$ cat config.mk
export PLATFORM = sky130hd
export DESIGN_NAME = byte_ring_buffer_line_detect_unit
export DESIGN_NICKNAME = d
export VERILOG_FILES = /design/src/rtl/brb_pkg.sv /design/src/rtl/brb_ctrl.sv /design/src/rtl/brb_dp.sv /design/src/rtl/byte_ring_buffer_line_detect_unit.sv
export SDC_FILE = /design/constraint.sdc
export NUM_CORES = 2
export LEC_CHECK = 0
export CORE_MARGIN = 2
export CORE_UTILIZATION = 57
export DETAILED_ROUTE_END_ITERATION = 7
export DONT_BUFFER_PORTS = 1
export GPL_ROUTABILITY_DRIVEN = 0
export PLACE_DENSITY = 0.75
export SYNTH_ARGS = -nofsm -noshare
export SYNTH_HDL_FRONTEND = slang
export SYNTH_HIERARCHICAL = 1
export SYNTH_SLANG_ARGS = --single-unit
$ cat constraint.sdc
create_clock -name clk -period 4.25 [get_ports clk]
set_input_delay 0.6375 -clock clk [delete_from_list [all_inputs] [get_ports clk]]
set_output_delay 0.6375 -clock clk [all_outputs]
set_load 0.02 [all_outputs]
$ cat src/rtl/brb_pkg.sv
`timescale 1ns / 1ps
`default_nettype none
// ----------------------------------------------------------------------------
// brb_pkg
// Shared types and constants for the byte ring buffer with line detection.
// ----------------------------------------------------------------------------
package brb_pkg;

  localparam int DEPTH_DEFAULT    = 256;
  localparam int MAX_TERM_DEFAULT = 4;

  // terminator register holds four bytes; bytes beyond read as zero
  localparam int TERM_REG_BYTES = 4;

  localparam int CFG_INDEX_W = 2;
  localparam int CFG_DATA_W  = 32;

  localparam logic [CFG_INDEX_W-1:0] REG_TERM_BYTES  = 2'd0;
  localparam logic [CFG_INDEX_W-1:0] REG_TERM_LENGTH = 2'd1;

  localparam logic [31:0] TERM_BYTES_RESET  = 32'h0000_0A0D;
  localparam logic [2:0]  TERM_LENGTH_RESET = 3'd2;

  typedef enum logic [1:0] {
    ACT_PUT   = 2'd0,
    ACT_GET   = 2'd1,
    ACT_CLEAR = 2'd2,
    ACT_QUERY = 2'd3
  } action_t;

  typedef struct packed {
    action_t    action;
    logic [7:0] write_byte;
  } in_t;

  typedef struct packed {
    logic [7:0] read_byte;
    logic       read_valid;
    logic       dropped_oldest;
    logic [7:0] fill_level;
    logic [7:0] line_length;
  } out_t;

  typedef enum logic [2:0] {
    ST_IDLE,
    ST_EXEC,
    ST_SCAN_INIT,
    ST_SCAN,
    ST_FINISH
  } state_t;

  typedef struct packed {
    logic accept;
    logic exec;
    logic scan_init;
    logic scan_run;
    logic load_out;
  } ctrl_cmd_t;

  typedef struct packed {
    logic scan_done;
    logic out_free;
  } dp_status_t;

endpackage
`default_nettype wire

$ cat src/rtl/brb_ctrl.sv
`timescale 1ns / 1ps
`default_nettype none
// ----------------------------------------------------------------------------
// brb_ctrl
// Sequencer: accept, execute action, scan for a line, hand off the result.
// ----------------------------------------------------------------------------
module brb_ctrl (
  input  wire logic                   clk,
  input  wire logic                   rst,
  input  wire logic                   in_valid,
  output      logic                   in_stall,
  input  wire brb_pkg::dp_status_t    status,
  output      brb_pkg::ctrl_cmd_t     cmd
);

  brb_pkg::state_t state;
  brb_pkg::state_t state_next;

  always_ff @(posedge clk) begin
    if (rst) begin
      state <= brb_pkg::ST_IDLE;
    end else begin
      state <= state_next;
    end
  end

  always_comb begin
    state_next = state;
    case (state)
      brb_pkg::ST_IDLE: begin
        if (in_valid) state_next = brb_pkg::ST_EXEC;
      end
      brb_pkg::ST_EXEC: begin
        state_next = brb_pkg::ST_SCAN_INIT;
      end
      brb_pkg::ST_SCAN_INIT: begin
        state_next = brb_pkg::ST_SCAN;
      end
      brb_pkg::ST_SCAN: begin
        if (status.scan_done) state_next = brb_pkg::ST_FINISH;
      end
      brb_pkg::ST_FINISH: begin
        if (status.out_free) state_next = brb_pkg::ST_IDLE;
      end
      default: begin
        state_next = brb_pkg::ST_IDLE;
      end
    endcase
  end

  always_comb begin
    in_stall      = 1'b1;
    cmd           = '0;
    case (state)
      brb_pkg::ST_IDLE: begin
        in_stall   = 1'b0;
        cmd.accept = in_valid;
      end
      brb_pkg::ST_EXEC:      cmd.exec      = 1'b1;
      brb_pkg::ST_SCAN_INIT: cmd.scan_init = 1'b1;
      brb_pkg::ST_SCAN:      cmd.scan_run  = 1'b1;
      brb_pkg::ST_FINISH:    cmd.load_out  = status.out_free;
      default: begin
        in_stall = 1'b1;
      end
    endcase
  end

endmodule
`default_nettype wire

$ cat src/rtl/brb_dp.sv
`timescale 1ns / 1ps
`default_nettype none
// ----------------------------------------------------------------------------
// brb_dp
// Datapath: byte store, pointers, terminator registers, line scanner and
// result register.
// ----------------------------------------------------------------------------
module brb_dp #(
  parameter int DEPTH          = brb_pkg::DEPTH_DEFAULT,
  parameter int MAX_TERMINATOR = brb_pkg::MAX_TERM_DEFAULT
) (
  input  wire logic                               clk,
  input  wire logic                               rst,
  input  wire logic                               cfg_we,
  input  wire logic [brb_pkg::CFG_INDEX_W-1:0]    cfg_index,
  input  wire logic [brb_pkg::CFG_DATA_W-1:0]     cfg_data,
  input  wire brb_pkg::in_t                       in_data,
  input  wire brb_pkg::ctrl_cmd_t                 cmd,
  output      brb_pkg::dp_status_t                status,
  input  wire logic                               out_stall,
  output      logic                               out_valid,
  output      brb_pkg::out_t                      out_data
);

  localparam int PTR_W = $clog2(DEPTH);
  localparam int SW    = (PTR_W + 1 > 8) ? PTR_W + 1 : 8;
  localparam int MW    = $clog2(MAX_TERMINATOR + 1);

  function automatic logic [PTR_W-1:0] next_slot(input logic [PTR_W-1:0] p);
    return (p == PTR_W'(DEPTH - 1)) ? '0 : p + PTR_W'(1);
  endfunction

  logic [31:0]       term_bytes;
  logic [2:0]        term_length;
  brb_pkg::in_t      item;
  logic [PTR_W-1:0]  rp;
  logic [PTR_W-1:0]  wp;
  logic [7:0]        mem [DEPTH];
  logic [7:0]        rd_data;
  logic              get_ok;
  logic              dropped;
  logic [7:0]        rbyte;
  logic [PTR_W-1:0]  scan_idx;
  logic              cmp_pend;
  logic              found;
  logic [MW-1:0]     matched;
  logic [PTR_W-1:0]  size;
  logic [7:0]        line_len;

  logic [PTR_W-1:0]  wp_adv;
  logic [PTR_W-1:0]  rp_adv;
  logic              is_full;
  logic              is_empty;
  logic [MW-1:0]     need;
  logic [7:0]        tb;
  logic [MW-1:0]     matched_inc;
  logic              hit;
  logic              issue;
  logic              compare;
  logic              rd_en;
  logic [PTR_W-1:0]  rd_addr;
  logic [SW-1:0]     fill;
  logic [SW-1:0]     len_sum;

  assign wp_adv   = next_slot(wp);
  assign rp_adv   = next_slot(rp);
  assign is_full  = (wp_adv == rp);
  assign is_empty = (rp == wp);

  // configuration
  always_ff @(posedge clk) begin
    if (rst) begin
      term_bytes  <= brb_pkg::TERM_BYTES_RESET;
      term_length <= brb_pkg::TERM_LENGTH_RESET;
    end else if (cfg_we) begin
      if (cfg_index == brb_pkg::REG_TERM_BYTES) begin
        term_bytes <= cfg_data[31:0];
      end else if (cfg_index == brb_pkg::REG_TERM_LENGTH) begin
        term_length <= cfg_data[2:0];
      end
    end
  end

  always_ff @(posedge clk) begin
    if (cmd.accept) item <= in_data;
  end

  // pointers
  always_ff @(posedge clk) begin
    if (rst) begin
      rp <= '0;
      wp <= '0;
    end else if (cmd.exec) begin
      case (item.action)
        brb_pkg::ACT_PUT: begin
          if (is_full) rp <= rp_adv;
          wp <= wp_adv;
        end
        brb_pkg::ACT_GET: begin
          if (!is_empty) rp <= rp_adv;
        end
        brb_pkg::ACT_CLEAR: begin
          rp <= '0;
          wp <= '0;
        end
        default: begin
        end
      endcase
    end
  end

  always_ff @(posedge clk) begin
    if (cmd.exec) begin
      dropped <= (item.action == brb_pkg::ACT_PUT) && is_full;
      get_ok  <= (item.action == brb_pkg::ACT_GET) && !is_empty;
    end
  end

  // byte store, single port
  assign rd_en   = (cmd.exec && item.action == brb_pkg::ACT_GET) || issue;
  assign rd_addr = cmd.exec ? rp : scan_idx;

  always_ff @(posedge clk) begin
    if (cmd.exec && item.action == brb_pkg::ACT_PUT) begin
      mem[wp] <= item.write_byte;
    end
  end

  always_ff @(posedge clk) begin
    if (rd_en) rd_data <= mem[rd_addr];
  end

  // terminator match
  always_comb begin
    if ({1'b0, term_length} > 4'(MAX_TERMINATOR)) begin
      need = MW'(MAX_TERMINATOR);
    end else begin
      need = MW'(term_length);
    end
  end

  always_comb begin
    tb = 8'd0;
    for (int k = 0; k < brb_pkg::TERM_REG_BYTES; k++) begin
      if (k < MAX_TERMINATOR && matched == MW'(k)) tb = term_bytes[8*k +: 8];
    end
  end

  assign matched_inc = matched + MW'(1);
  assign hit         = (rd_data == tb);
  assign issue       = cmd.scan_run && !found && (need != '0) && (scan_idx != wp);
  assign compare     = cmd.scan_run && cmp_pend && !found;
  assign len_sum     = SW'(size) + SW'(1);

  assign status.scan_done = found || (need == '0) || ((scan_idx == wp) && !cmp_pend);

  // scan: each address is issued, and its byte is compared in the next cycle
  always_ff @(posedge clk) begin
    if (rst) begin
      cmp_pend <= 1'b0;
      found    <= 1'b0;
    end else if (cmd.scan_init) begin
      cmp_pend <= 1'b0;
      found    <= 1'b0;
    end else if (cmd.scan_run) begin
      cmp_pend <= issue;
      if (compare && hit && matched_inc >= need) found <= 1'b1;
    end
  end

  always_ff @(posedge clk) begin
    if (cmd.scan_init) begin
      rbyte    <= get_ok ? rd_data : 8'd0;
      scan_idx <= rp;
      matched  <= '0;
      size     <= '0;
      line_len <= 8'd0;
    end else if (cmd.scan_run) begin
      if (issue) scan_idx <= next_slot(scan_idx);
      if (compare) begin
        size <= size + PTR_W'(1);
        if (hit) begin
          matched <= matched_inc;
          if (matched_inc >= need) line_len <= len_sum[7:0];
        end else begin
          // naive matcher: no recheck of this byte
          matched <= '0;
        end
      end
    end
  end

  // fill level after the action
  always_comb begin
    fill = SW'(wp) - SW'(rp);
    if (wp < rp) fill = fill + SW'(DEPTH);
  end

  // result register
  assign status.out_free = !out_valid || !out_stall;

  always_ff @(posedge clk) begin
    if (rst) begin
      out_valid <= 1'b0;
    end else if (cmd.load_out) begin
      out_valid <= 1'b1;
    end else if (!out_stall) begin
      out_valid <= 1'b0;
    end
  end

  always_ff @(posedge clk) begin
    if (cmd.load_out) begin
      out_data.read_byte      <= rbyte;
      out_data.read_valid     <= get_ok;
      out_data.dropped_oldest <= dropped;
      out_data.fill_level     <= fill[7:0];
      out_data.line_length    <= line_len;
    end
  end

endmodule
`default_nettype wire

$ cat src/rtl/byte_ring_buffer_line_detect_unit.sv
`timescale 1ns / 1ps
`default_nettype none
// ----------------------------------------------------------------------------
// byte_ring_buffer_line_detect_unit
// Byte ring buffer (DEPTH-1 usable) with put/get/clear/query requests and
// first-line length detection on every result.
// ----------------------------------------------------------------------------
// One request is in work at a time. The time from acceptance to the next
// acceptance grows with the fill level and is shorter when a line is found
// early or the terminator length is zero; it is set by the line scan, which
// reads the single-port byte store one byte per cycle from the oldest byte
// onward. The result register lets a new request be accepted while the
// previous result waits to be taken. Configuration is written through
// cfg_we/cfg_index/cfg_data: index 0 is the terminator bytes (first byte in
// bits 7:0), index 1 the terminator length; other indexes are ignored. The
// store needs no clearing after reset.
module byte_ring_buffer_line_detect_unit #(
  parameter int DEPTH          = brb_pkg::DEPTH_DEFAULT,
  parameter int MAX_TERMINATOR = brb_pkg::MAX_TERM_DEFAULT
) (
  input  wire logic                               clk,
  input  wire logic                               rst,
  input  wire logic                               cfg_we,
  input  wire logic [brb_pkg::CFG_INDEX_W-1:0]    cfg_index,
  input  wire logic [brb_pkg::CFG_DATA_W-1:0]     cfg_data,
  input  wire logic                               in_valid,
  output      logic                               in_stall,
  input  wire brb_pkg::in_t                       in_data,
  output      logic                               out_valid,
  input  wire logic                               out_stall,
  output      brb_pkg::out_t                      out_data
);

  brb_pkg::ctrl_cmd_t  cmd;
  brb_pkg::dp_status_t status;

  brb_ctrl u_ctrl (
    .clk      (clk),
    .rst      (rst),
    .in_valid (in_valid),
    .in_stall (in_stall),
    .status   (status),
    .cmd      (cmd)
  );

  brb_dp #(
    .DEPTH          (DEPTH),
    .MAX_TERMINATOR (MAX_TERMINATOR)
  ) u_dp (
    .clk       (clk),
    .rst       (rst),
    .cfg_we    (cfg_we),
    .cfg_index (cfg_index),
    .cfg_data  (cfg_data),
    .in_data   (in_data),
    .cmd       (cmd),
    .status    (status),
    .out_stall (out_stall),
    .out_valid (out_valid),
    .out_data  (out_data)
  );

endmodule
`default_nettype wire

Yosys cells after proc, flatten, opt, wreduce, memory -nomap -nowiden --
Memories as Yosys holds them, arrays and structs flattened. A register that Yosys moved wholly into a read port is not among the register bits. Index checks and enable logic that the tools add are counted.
Storage, ports and cells: register bits after elaboration 130, RAM bits 2048, bits of input ports 49, output and inout bits 28, word-level logic and storage cells 132, memories kept 1
Memories:
- u_dp.mem | words 256, width 8, read ports 1, clocked after Yosys merged registers in 1, write ports 1, RTL line brb_dp.sv:38 | logic [7:0] mem [DEPTH];
Operators by class: $add $sub $neg 8, $lt $le $gt $ge 3, eq/ne operators 24, mux-type cells 32, bitwise operators 1, reductions and logical operators 41
Operator list (number):
- 8-bit 2-to-1 mux | 14
- 8-bit by 1-bit adder with 8-bit output, second input constant | 6
- 8-bit == test | 4
- 8-bit == test, second input constant | 3
- 8-bit one-hot mux with 3 select lines | 1
- 8-bit one-hot mux with 2 select lines | 1
- 3-bit 2-to-1 mux | 5
- 3-bit one-hot mux with 5 select lines | 1
- 3-bit by 2-bit == test with 1-bit output, second input constant | 4
- 1-bit logical AND | 12
- 1-bit 2-to-1 mux | 10
- 2-bit AND reduction | 5
- 3-bit zero test | 3
- 8-bit less-than comparator | 1
- 8-bit != test | 1
- 4-bit AND reduction | 2
- 8-bit subtractor | 1
- 3-bit by 1-bit == test with 1-bit output, second input constant | 2
- 2-bit by 1-bit != test with 1-bit output, second input constant | 3
- 2-bit != test, second input constant | 3
- 3-bit AND reduction | 2
- 2-bit nonzero test | 3
- 3-bit nonzero test | 2
- 1-bit zero test | 5
- 10 further kinds | 15

Depth between registers and ports, before layout --
word-level depth 9, gate-level depth with buffers 15, mapped depth without buffers 10

Modules after synthesis --
Netlist, hierarchy kept.
By module, submodules not included:
- brb_dp | instances 1, cells each 5946, area each 87391.3 um2, seq. area each 64822.2 um2
- brb_ctrl | instances 1, cells each 20, area each 177.7 um2, seq. area each 60.1 um2

Least setup slack after synthesis --
OpenSTA, ideal clock, no wires.
path type register to register, from reg u_dp/item[0] (netlist bit), to mem u_dp.mem[0][0], data pin, setup time 817 ps, data arrival time 3228 ps, data required time 3433 ps, slack 204 ps, cell stages (with the launch flop) 1, buffers on the path 0, clock period less this slack 4046 ps, cells stage by stage edfxtp_1
RTL lines:
- start, declared | RTL line brb_dp.sv:35 | brb_pkg::in_t item;
- start signal, assigned | RTL line brb_dp.sv:85 | if (cmd.accept) item <= in_data;
- end, declared | RTL line brb_dp.sv:38
No word-level cell before the write port.

==> impl_metrics.ini <==
[timing]
hold_ws_ns = 0.0868
relSlewSlack_pct = 21.3
fin_skew_ns = 0.0577
report.final.slew_viol_count = 0
timing.setup.tns_ns = 0
worst_slack_ns = 0.0706
timing_hold_violations_final = 0
setup_viol = 0
fin_crit_ns = 4.18
worstMarginPinSlew_ns = 1.18
min_period_over_period_pct = 98.3
rsz0062_at_grt = no
clock.fmax_mhz = 239

[yosys]
syn_area_per_cell_sq_um = 14.7
muxShareOfSynthArea_pct = 7.19
synth_compound_area_share_pct = 6.00
syn-num-nets = 6038
ys_seq_area_share_pct = 74.1
synth_area_sq_um = 87600
synth-simple-area-share_pct = 9.73
async_flop_share_pct = 0
synthFlopType = edfxtp_1
synth-seq-cells = 2186
synthDistinctLibCells = 77
synth-edff-count = 2110
ys_warn_count = 6
synth_top_family_by_area = simple AND/OR/NAND/NOR gates
synth_xor_area_share_pct = 0.450
syn_inst = 5966
synthAdderAreaFrac_pct = 0.337

[critical_path]
reg2reg_slack_ns = 0.07
start_kind = register
crit_fanout = 36
cp.arrival_ns = 4.75
r2r-start = u_ctrl/state[2]
crit_type = register to register
reg2reg_to = u_dp/rd_data[5]
worst-r2r-cell-count = 11
end_kind = register
worstPathRequired_ns = 4.82

[hold_path]
min_delay_path_depth = 3
hp-start = out_stall
hold-path-endpoint = u_ctrl/state[2]
hold_path.class = input port to register

[route]
drc = 7
met3RoutedLength_um = 31300
ant_nets = 0
drtIter0Drc = 8697
route.met2.wl_um = 110000
wl_um = 239000
drtPass1Iterations = 8
routed-via-count = 54697
vias_per_cell = 6.59
wire_per_inst_um = 28.8
wl_met1_um = 86000
highest-signal-layer = met5

[cells_and_area]
layout_commonest_cell = edfxtp_1
multiInputGateArea_sq_um = 21000
drive_above_1_share_pct = 11.3
fill_cells = 10205
seq_area_sq_um = 64900
diodes = 0
final_cell_mix = edfxtp_1, nand2_1, mux2i_1
postLayoutCoreUtil_pct = 64.9
syn_to_final_growth_pct = 12.9
nets = 6173

[cts]
post_cts_buffers = 0
clockBufferDepth = 3
cts_made_buffers = 209
clock_tree.root_cell = clkbuf_16
clock_latency_ns = 0.87
clk_pin_slew_ns = 0.06
clock_sinks = 2186
htreeDepth = 4
cts_tree = built

[pwr]
p_leak_nw = 32.6
pwr-share-comb_pct = 12.7
p_sw_share_pct = 25.1
power_mw = 48.7
ir_drop_mv = 0.496
p_per_area_nw_per_um2 = 493
p_clk_share_pct = 38.2
p_int_mw = 36.5
p_switching_mw = 12.2
p_seq_share_pct = 49.1

[grt]
grt_overflow = 0
track_usage_pct = 30.2
grt_pass1_wl_um = 349000
grt_pass1_vias = 52503
grt_max_degree = 168
antenna_found_initial = 6

[floorplan]
ios = 77
dieHeight_um = 396
core_area_sq_um = 152000
start_util_pct = 57.5
die-area_sq_um = 157000
die_x_um = 396
num_rows = 143

[placed_design]
dp.final_hpwl_um = 145000
place_ws_ns = -0.0879
port_buffers = 0

[outcome]
status = complete, but fails checks
violations = design-rule violations

[flow_run]
max-cap-violations = 0
[power groups by stage]
stage	Combinational, mW	Sequential (mW)	Clock, mW
floorplan	3.34	24.6	0
CTS	6.04	23.9	18.8
detailed placement	5.95	24.4	0
global placement	5.85	24.4	0
finish	6.21	23.9	18.6
global route	6.44	23.9	19.6
[flip-flops by register name, indices dropped and copies added (netlist names), 8 cells and up]
name / cells
u_dp/mem: 2048
u_dp/term_bytes: 32
u_dp/out_data: 26
u_dp/item: 10
u_dp/line_len: 8
u_dp/rbyte: 8
u_dp/rd_data: 8
u_dp/rp: 8
u_dp/scan_idx: 8
u_dp/size: 8
u_dp/wp: 8
[cells by family after synthesis]
| kind of cell | Yosys count |
|---|---|
| flip-flops | 2186 |
| AND/OR/NAND/NOR | 1981 |
| AO/OA/AOI/OAI | 773 |
| multiplexers | 527 |
| buffers and inverters | 431 |
| XOR/XNOR | 45 |
| adder cells (fa/ha/maj) | 23 |
[worst max-delay path by stage]
stage | startpoint | cells after the start | to | slack (ns)
final | u_ctrl/state[2] | 11 | u_dp/rd_data[5] | 0.07
after global placement | u_ctrl/state[2] | 12 | u_dp/rd_data[3] | -0.04
after global routing | u_ctrl/state[2] | 10 | u_dp/rd_data[4] | 0.05
after CTS | u_ctrl/state[0] | 10 | u_dp/rd_data[7] | 0.0004
after floorplan | u_dp/item[0] | 0 | u_dp/mem[0][0] | 0.20
after detailed placement | u_ctrl/state[2] | 12 | u_dp/rd_data[3] | -0.09
[synth_stat cells (all sizes together) (5+ instances only)]
cell	n	area share, %
xnor2	18	0.18
a2111oi	20	0.22
nor4	5	0.043
a22oi	7	0.060
xor2	27	0.27
a211oi	10	0.097
ha	22	0.31
buf	163	1.0
a21oi	171	0.99
mux2	5	0.069
inv	26	0.11
nand2b	13	0.093
nor2b	24	0.17
nor3b	5	0.043
and2	10	0.071
a32oi	6	0.077
o21ai	103	0.59
o31ai	9	0.083
a311oi	31	0.32
and3	12	0.086
nand3	404	2.3
a31oi	136	0.97
mux2i	441	5.0
nand4	32	0.23
nand2	1008	4.3
nor3	105	0.61
edfxtp	2110	72
o41ai	23	0.23
nor2	317	1.4
dfxtp	76	1.7
or3	12	0.086
clkbuf	242	1.0
nand3b	19	0.16
mux4	81	2.1
o22ai	65	0.46
o221ai	158	1.6
[cell type report]
type	count	area share [%]
inverter	26	0.0987
clock inverter	120	1.35
multi-input combinational	3349	21.3
clock buffer	257	5.60
timing repair buffer	329	3.46
tap	2030	2.57
sequential	2186	65.6
[per-stage QoR]
step	std cells	area (sq um)
floorplan	5966	87600
global route	8297	98800
detailed placement	7875	91400
finish	8297	98800
global placement	7875	91400
CTS	8297	98800
[layer usage]
| layer | vias up | global-route usage, % |
|---|---|---|
| met5 | - | 0 |
| met4 | 12 | 13.1 |
| met3 | 643 | 7.06 |
| met2 | 3979 | 46.5 |
| met1 | 26994 | 41.6 |
| li1 | 23069 | - |
[timing repair]
item | in CTS | in global routing
resized for setup | 2 | 7
setup endpoints to repair | 2 | 4
hold endpoints to repair | 67 | 0
hold buffers | 45 | 0
[worst max-delay path, stage by stage (launching register included)]
cell     delay (ns)
dfxtp_1        0.32
nor3b_2        0.36
mux2_8         0.61
buf_12         0.30
buf_12         0.27
mux2i_1        0.25
o22ai_1        0.17
o21ai_0        0.29
o21ai_0        0.26
o41ai_1        0.63
buf_4          0.22
nand4_1        0.08
(Power assumes the default switching activity.)
